==> src/hdl/csu_pkg.sv <==
// ----------------------------------------------------------------------------
// csu_pkg
// Constants and the character table shared by the callsign unpacker.
// ----------------------------------------------------------------------------
package csu_pkg;

    localparam int CODE_W = 28;
    localparam int CHAR_W = 7;
    localparam int LEN_W = 3;
    localparam int NUM_CHARS = 6;

    localparam logic [CODE_W-1:0] CODE_LIMIT = 28'd262177560;

    localparam int DIV_LETTER = 27;
    localparam int DIV_DIGIT = 10;
    localparam int DIV_ALNUM = 36;

    localparam int Q1_W = 24;
    localparam int Q2_W = 19;
    localparam int Q3_W = 14;
    localparam int Q4_W = 11;
    localparam int Q5_W = 6;

    localparam logic [5:0] IDX_FIRST_LETTER = 6'd10;
    localparam logic [5:0] IDX_SPACE = 6'd36;

    localparam logic [CHAR_W-1:0] ASCII_ZERO = 7'h30;
    localparam logic [CHAR_W-1:0] ASCII_A = 7'h41;
    localparam logic [CHAR_W-1:0] ASCII_SPACE = 7'h20;

    typedef logic [CHAR_W-1:0] char_t;

    // Maps an index of the alphabet 0-9, A-Z, space to its ASCII code.
    function automatic char_t csu_char(input logic [5:0] idx);
        char_t ch;
        if (idx < IDX_FIRST_LETTER) begin
            ch = ASCII_ZERO + CHAR_W'(idx);
        end else if (idx < IDX_SPACE) begin
            ch = ASCII_A + CHAR_W'(idx - IDX_FIRST_LETTER);
        end else begin
            ch = ASCII_SPACE;
        end
        return ch;
    endfunction

endpackage

==> src/hdl/csu_div_stage.sv <==
// ----------------------------------------------------------------------------
// csu_div_stage
// Two-stage division by a constant: reciprocal multiply, then one correction.
// ----------------------------------------------------------------------------
module csu_div_stage #(
    parameter int IN_W = 28,
    parameter int Q_W = 24,
    parameter int DIV = 27,
    parameter int SIDE_W = 1
) (
    input  logic                               aclk,
    input  logic                               aresetn,
    input  logic                               en,
    input  logic                               in_valid,
    input  logic [IN_W-1:0]                    x,
    input  logic [SIDE_W-1:0]                  side_in,
    output logic                               out_valid,
    output logic [Q_W-1:0]                     q,
    output logic [SIDE_W+$clog2(DIV)-1:0]      side_out
);

    localparam int R_W = $clog2(DIV);
    localparam int P_W = 2 * IN_W;
    localparam logic [IN_W-1:0] MAGIC = IN_W'((64'd1 << IN_W) / DIV);

    logic              a_valid_reg;
    logic [IN_W-1:0]   a_x_reg;
    logic [P_W-1:0]    a_prod_reg;
    logic [SIDE_W-1:0] a_side_reg;
    logic [P_W-1:0]    a_prod_next;

    logic              b_valid_reg;
    logic [Q_W-1:0]    b_q_reg;
    logic [R_W-1:0]    b_r_reg;
    logic [SIDE_W-1:0] b_side_reg;
    logic [Q_W-1:0]    b_q_next;
    logic [R_W-1:0]    b_r_next;

    logic [Q_W-1:0]    q_est;
    logic [IN_W-1:0]   qd;
    logic [IN_W-1:0]   r_est;
    logic              fix;

    // The estimate is never above the true quotient and at most one below.
    assign a_prod_next = P_W'(x) * P_W'(MAGIC);

    assign q_est = a_prod_reg[IN_W+Q_W-1:IN_W];
    assign qd = IN_W'(q_est) * IN_W'(DIV);
    assign r_est = a_x_reg - qd;
    assign fix = (r_est >= IN_W'(DIV));
    assign b_q_next = fix ? (q_est + Q_W'(1)) : q_est;
    assign b_r_next = fix ? R_W'(r_est - IN_W'(DIV)) : R_W'(r_est);

    always_ff @(posedge aclk) begin
        if (!aresetn) begin
            a_valid_reg <= 1'b0;
            b_valid_reg <= 1'b0;
        end else if (en) begin
            a_valid_reg <= in_valid;
            b_valid_reg <= a_valid_reg;
        end
    end

    always_ff @(posedge aclk) begin
        if (en) begin
            a_x_reg    <= x;
            a_prod_reg <= a_prod_next;
            a_side_reg <= side_in;
            b_q_reg    <= b_q_next;
            b_r_reg    <= b_r_next;
            b_side_reg <= a_side_reg;
        end
    end

    assign out_valid = b_valid_reg;
    assign q = b_q_reg;
    assign side_out = {b_side_reg, b_r_reg};

endmodule

==> src/hdl/callsign_unpack.sv <==
// ----------------------------------------------------------------------------
// callsign_unpack
// Decodes a 28-bit packed callsign into six ASCII characters and a length.
// ----------------------------------------------------------------------------
// The input channel (s_valid, s_ready, s_packed_call) takes one packed code
// per beat. The result channel (m_valid, m_ready, m_*) returns one beat per
// input beat, in order: the valid flag, six characters with spaces as zero,
// and the number of characters before the first zero.
// The code is split by five divisions by constants (27, 27, 27, 10, 36).
// Each division is a reciprocal multiply followed by one correction step,
// two register stages each, and one more stage builds the characters.
// Throughput is one beat per cycle unless the receiver stalls, through the eleven-stage pipeline.
// When the receiver stalls, the whole pipeline holds and s_ready falls once
// the output register is full; no beat is lost or repeated.
// Reset empties the pipeline and clears m_valid; the data registers are not reset.
// ----------------------------------------------------------------------------
module callsign_unpack
    import csu_pkg::*;
(
    input  logic                aclk,
    input  logic                aresetn,
    input  logic                s_valid,
    output logic                s_ready,
    input  logic [CODE_W-1:0]   s_packed_call,
    output logic                m_valid,
    input  logic                m_ready,
    output logic                m_valid_res,
    output logic [CHAR_W-1:0]   m_char_0,
    output logic [CHAR_W-1:0]   m_char_1,
    output logic [CHAR_W-1:0]   m_char_2,
    output logic [CHAR_W-1:0]   m_char_3,
    output logic [CHAR_W-1:0]   m_char_4,
    output logic [CHAR_W-1:0]   m_char_5,
    output logic [LEN_W-1:0]    m_call_length
);

    localparam int R1_W = $clog2(DIV_LETTER);
    localparam int R4_W = $clog2(DIV_DIGIT);
    localparam int R5_W = $clog2(DIV_ALNUM);
    localparam int S1_W = 1 + R1_W;
    localparam int S2_W = S1_W + R1_W;
    localparam int S3_W = S2_W + R1_W;
    localparam int S4_W = S3_W + R4_W;
    localparam int S5_W = S4_W + R5_W;

    logic en;
    logic bad;

    logic            v1, v2, v3, v4, v5;
    logic [Q1_W-1:0] q1;
    logic [Q2_W-1:0] q2;
    logic [Q3_W-1:0] q3;
    logic [Q4_W-1:0] q4;
    logic [Q5_W-1:0] q5;
    logic [S1_W-1:0] side1;
    logic [S2_W-1:0] side2;
    logic [S3_W-1:0] side3;
    logic [S4_W-1:0] side4;
    logic [S5_W-1:0] side5;

    logic            f_bad;
    logic [R1_W-1:0] f_r1, f_r2, f_r3;
    logic [R4_W-1:0] f_r4;
    logic [R5_W-1:0] f_r5;

    char_t raw [NUM_CHARS];
    char_t shown [NUM_CHARS];
    char_t chars_next [NUM_CHARS];
    char_t chars_reg [NUM_CHARS];
    logic [LEN_W-1:0] len_next;
    logic [LEN_W-1:0] len_reg;
    logic             valid_res_next;
    logic             valid_res_reg;
    logic             m_valid_reg;
    logic             lead_space;

    assign en = !m_valid_reg || m_ready;
    assign s_ready = en;
    assign bad = (s_packed_call >= CODE_LIMIT);

    csu_div_stage #(.IN_W(CODE_W), .Q_W(Q1_W), .DIV(DIV_LETTER), .SIDE_W(1)) u_div1 (
        .aclk(aclk), .aresetn(aresetn), .en(en),
        .in_valid(s_valid && s_ready), .x(s_packed_call), .side_in(bad),
        .out_valid(v1), .q(q1), .side_out(side1)
    );

    csu_div_stage #(.IN_W(Q1_W), .Q_W(Q2_W), .DIV(DIV_LETTER), .SIDE_W(S1_W)) u_div2 (
        .aclk(aclk), .aresetn(aresetn), .en(en),
        .in_valid(v1), .x(q1), .side_in(side1),
        .out_valid(v2), .q(q2), .side_out(side2)
    );

    csu_div_stage #(.IN_W(Q2_W), .Q_W(Q3_W), .DIV(DIV_LETTER), .SIDE_W(S2_W)) u_div3 (
        .aclk(aclk), .aresetn(aresetn), .en(en),
        .in_valid(v2), .x(q2), .side_in(side2),
        .out_valid(v3), .q(q3), .side_out(side3)
    );

    csu_div_stage #(.IN_W(Q3_W), .Q_W(Q4_W), .DIV(DIV_DIGIT), .SIDE_W(S3_W)) u_div4 (
        .aclk(aclk), .aresetn(aresetn), .en(en),
        .in_valid(v3), .x(q3), .side_in(side3),
        .out_valid(v4), .q(q4), .side_out(side4)
    );

    csu_div_stage #(.IN_W(Q4_W), .Q_W(Q5_W), .DIV(DIV_ALNUM), .SIDE_W(S4_W)) u_div5 (
        .aclk(aclk), .aresetn(aresetn), .en(en),
        .in_valid(v4), .x(q4), .side_in(side4),
        .out_valid(v5), .q(q5), .side_out(side5)
    );

    assign {f_bad, f_r1, f_r2, f_r3, f_r4, f_r5} = side5;

    always_comb begin
        raw[0] = csu_char(q5);
        raw[1] = csu_char(6'(f_r5));
        raw[2] = csu_char(6'(f_r4));
        raw[3] = csu_char(IDX_FIRST_LETTER + 6'(f_r3));
        raw[4] = csu_char(IDX_FIRST_LETTER + 6'(f_r2));
        raw[5] = csu_char(IDX_FIRST_LETTER + 6'(f_r1));
        lead_space = (raw[0] == ASCII_SPACE);
        for (int k = 0; k < NUM_CHARS; k++) begin
            char_t ch;
            if (!lead_space) begin
                ch = raw[k];
            end else if (k < NUM_CHARS - 1) begin
                ch = raw[k + 1];
            end else begin
                ch = ASCII_SPACE;
            end
            shown[k] = (ch == ASCII_SPACE) ? '0 : ch;
        end
        len_next = LEN_W'(NUM_CHARS);
        for (int k = NUM_CHARS - 1; k >= 0; k--) begin
            if (shown[k] == '0) begin
                len_next = LEN_W'(k);
            end
        end
        for (int k = 0; k < NUM_CHARS; k++) begin
            chars_next[k] = f_bad ? '0 : shown[k];
        end
        if (f_bad) begin
            len_next = '0;
        end
        valid_res_next = !f_bad;
    end

    always_ff @(posedge aclk) begin
        if (!aresetn) begin
            m_valid_reg <= 1'b0;
        end else if (en) begin
            m_valid_reg <= v5;
        end
    end

    always_ff @(posedge aclk) begin
        if (en) begin
            chars_reg     <= chars_next;
            len_reg       <= len_next;
            valid_res_reg <= valid_res_next;
        end
    end

    assign m_valid = m_valid_reg;
    assign m_valid_res = valid_res_reg;
    assign m_char_0 = chars_reg[0];
    assign m_char_1 = chars_reg[1];
    assign m_char_2 = chars_reg[2];
    assign m_char_3 = chars_reg[3];
    assign m_char_4 = chars_reg[4];
    assign m_char_5 = chars_reg[5];
    assign m_call_length = len_reg;

endmodule
==> config.mk <==
export PLATFORM = sky130hd
export DESIGN_NAME = callsign_unpack
export DESIGN_NICKNAME = d
export VERILOG_FILES = /design/src/hdl/csu_pkg.sv /design/src/hdl/csu_div_stage.sv /design/src/hdl/callsign_unpack.sv
export SDC_FILE = /design/constraint.sdc
export NUM_CORES = 2
export LEC_CHECK = 0
export ABC_AREA = 1
export BUFFER_PORTS_ARGS = -buffer_cell sky130_fd_sc_hd__buf_2
export CORE_UTILIZATION = 40
export DETAILED_ROUTE_END_ITERATION = 16
export SLEW_MARGIN = 20
export SYNTH_ARGS = -nofsm -noshare
export SYNTH_HDL_FRONTEND = slang
export SYNTH_SLANG_ARGS = --single-unit
==> constraint.sdc <==
create_clock -name aclk -period 34.1 [get_ports aclk]
set_input_delay 6.82 -clock aclk [delete_from_list [all_inputs] [get_ports aclk]]
set_output_delay 6.82 -clock aclk [all_outputs]
set_load 0.02 [all_outputs]
==> results_dict.tcl <==
set metrics [dict create \
    clk_path_buf_depth 3 \
    crit_path_frequent_cell "buf_2" \
    grt_usage_pct 19.1 \
    multiInputGateArea_sq_um 39700 \
    synth_top_cells_by_area "fa_1 (25%), edfxtp_1 (22%), ha_1 (21%)" \
    clock_skew_ps 54.3 \
    synth_nets 7872 \
    min_path_cells 0 \
    worstMarginPinSlew_ps 1060 \
    dr_total_vias 40300 \
    area_growth_pct 7.76 \
    grt_overflow 0 \
    gp_routability_congestion 0.915 \
    fp.dieW_um 383 \
    start_util_pct 40.4 \
    grt_max_degree 143 \
    grt_pass1_vias 42200 \
    synth_commonest_cells "inv_1 (1,434), ha_1 (980), nand2_1 (867)" \
    antenna_left 0 \
    synth_warnings 0 \
    reg2reg_to "u_div1.q[11]" \
    die_h_um 383 \
    ys_types 60 \
    antenna_found_initial 2 \
    synth_seq_cells 434 \
    firstDrtPassIters 14 \
    fin_crit_sh_pct 44.6 \
    core_sq_um 144000 \
    max_freq_mhz 65.8 \
    synth_ff_type "edfxtp_1" \
    rrSetupSlack_ps 27490 \
    fin_tns_setup_ps 0 \
    cts.sinks 434 \
    hold-path-endpoint "u_div4.b_side_reg[7]" \
    hold_viol 0 \
    synth.most_common_cell "inv_1" \
    crit_path_end_kind "output pin" \
    fin_nets 7974 \
    root_buffer "clkbuf_16" \
    worstPathArrival_ps 8390 \
    fillerInstances 13900 \
    hp-class "reg -> reg" \
    cpMaxStageDelayCell "nor2_1" \
    cpPeakStageDelay_ps 640 \
    syn_avg_cell_area_sq_um 9.51 \
    cts_tree "yes" \
    port-buffer-count 79 \
    htreeDepth 2 \
    status "finished with violations" \
    regArea_sq_um 12900 \
    maxCapViolCount 0 \
    synth_edf_count 423 \
    via_per_inst 4.93 \
    synth_area_sq_um 58200 \
    setup_violations 0 \
    cts_resized 0 \
    crit_chain "buf_2, nor2_1, inv_8, buf_2" \
    io-pin-count 80 \
    clock_latency_ps 660 \
    cts-hold-fix-buffers 0 \
    clk_pin_slew_ps 60 \
    rsz0062_at_grt "no" \
    relSlewSlack_pct 28.9 \
    synth_top_area_share_pct 25.3 \
    cp_top_family "buffers and inverters" \
    post_drt_wl_per_cell_um 16.8 \
    seq_area_frac_synth_pct 22.2 \
    numCtsBuffers 53 \
    rows 139 \
    dp_hpwl_mm 114 \
    violations "design-rule violations" \
    drt_iter0_markers 1939 \
    yosysTopAreaCell "fa_1" \
    final_util_pct 43.6 \
    path_class "in -> out" \
    antennaDiodeCount 0 \
    routed_wl_mm 137 \
    required_ps 27280 \
    min_from "u_div4.a_side_reg[7]" \
    post_cts_buffers 0 \
    reg2reg_depth 21 \
    drive_above_1_share_pct 3.75 \
    drc 10 \
    largest_reg_flops 28 \
    layout_min_cycle_time_ps 15210 \
    cp-start-kind "input port" \
    path_buf_inv 3 \
    crit_fanout 103 \
    reg2reg_from "u_div1.a_prod_reg[31]" \
    syn_inst 6123 \
    synthArstFlopShare_pct 0 \
    die-area_sq_um 147000 \
    grt_first_pass_wirelength_mm 223 \
    slew_violations 0 \
]
[layer usage]
layer  vias to the layer above  GRT usage, %  part of all wire (%)
li1                      19700             -                     -
met2                       708          34.6                    51
met4                         0          5.02                   2.7
met3                       198          2.02                   3.6
met5                         -             0                     0
met1                     19700          23.9                    43
[placed cells by master (no fill, tap or decap), types with 6 or more instances in the layout]
cell type,synthesis,layout
inv_1,1434,1433
ha_1,980,980
nand2_1,867,867
fa_1,737,737
edfxtp_1,423,423
nor2_1,324,322
a21oi_1,296,296
o21ai_0,189,189
xor2_1,177,177
nand3_1,171,171
nand4_1,115,115
buf_2,15,79
xnor2_1,60,60
nor3_1,56,56
clkbuf_16,0,53
o21bai_1,25,25
o21a_1,21,21
nor4_1,21,21
a21o_1,20,20
nand3b_1,16,16
o21ai_1,15,15
a31oi_1,15,15
o211ai_1,12,12
dfxtp_1,11,11
nand2_2,9,9
clkbuf_1,16,9
bufinv_16,0,9
buf_4,4,9
nor2_2,6,8
a21boi_0,7,7
nand3_2,6,6
or2_2,6,6
o21ai_2,6,6
clkinv_1,1,6
inv_6,0,6
clkinvlp_4,0,6
[logic make-up (layout without fill, tap and decap cells)]
logic type               Yosys count  in the layout  share of synthesized area [%]
buffers and inverters           1481           1626                           9.70
AND/OR/NAND/NOR                 1617           1617                           12.0
adder cells (fa/ha/maj)         1717           1717                           46.4
AO/OA/AOI/OAI                    637            637                           6.10
XOR/XNOR                         237            237                           3.57
flip-flops                       434            434                           22.2
[stage by stage]
stage	setup WS, ps	std cells	hold WS (ps)	instance area (sq um)
finish	18890	8171	402	62700
global route	18710	8171	412	62700
CTS	18880	8171	391	62700
detailed placement	18870	8073	405	60800
global placement	18910	8073	400	60800
floorplan	8570	6123	400	58200
[final cells by class]
cell class	count	area share [%]
Clock buffer	62	2.17
Timing Repair Buffer	89	0.770
Clock inverter	36	0.838
Inverter	1439	8.63
Multi-Input combinational cell	4208	63.2
Sequential cell	434	20.6
Tap cell	1903	3.80
[worst register-to-register path: stages (launching register included)]
cell	delay, ps
edfxtp_1	690
inv_1	300
ha_1	350
inv_1	50
fa_1	530
inv_1	50
fa_1	520
inv_1	40
ha_1	340
nand2_1	110
nor2_1	240
nand4_1	160
o21ai_0	450
nand2_1	100
nand2_1	80
nand2_1	60
nor3_1	190
nand2_1	70
inv_1	650
nand3_1	970
nand2_1	290
nand2_1	70
[how the worst max path moves through the flow]
stage	startpoint	end	depth (start not counted)
2_1_floorplan	m_ready	s_ready	3
3_3_place_gp	m_ready	s_ready	4
6_report	m_ready	s_ready	4
5_1_grt	m_ready	s_ready	4
4_1_cts	m_ready	s_ready	4
3_5_place_dp	m_ready	s_ready	4
Power is not shown: default switching activity piles up to over one toggle a cycle in this logic, so the estimate is an artifact.
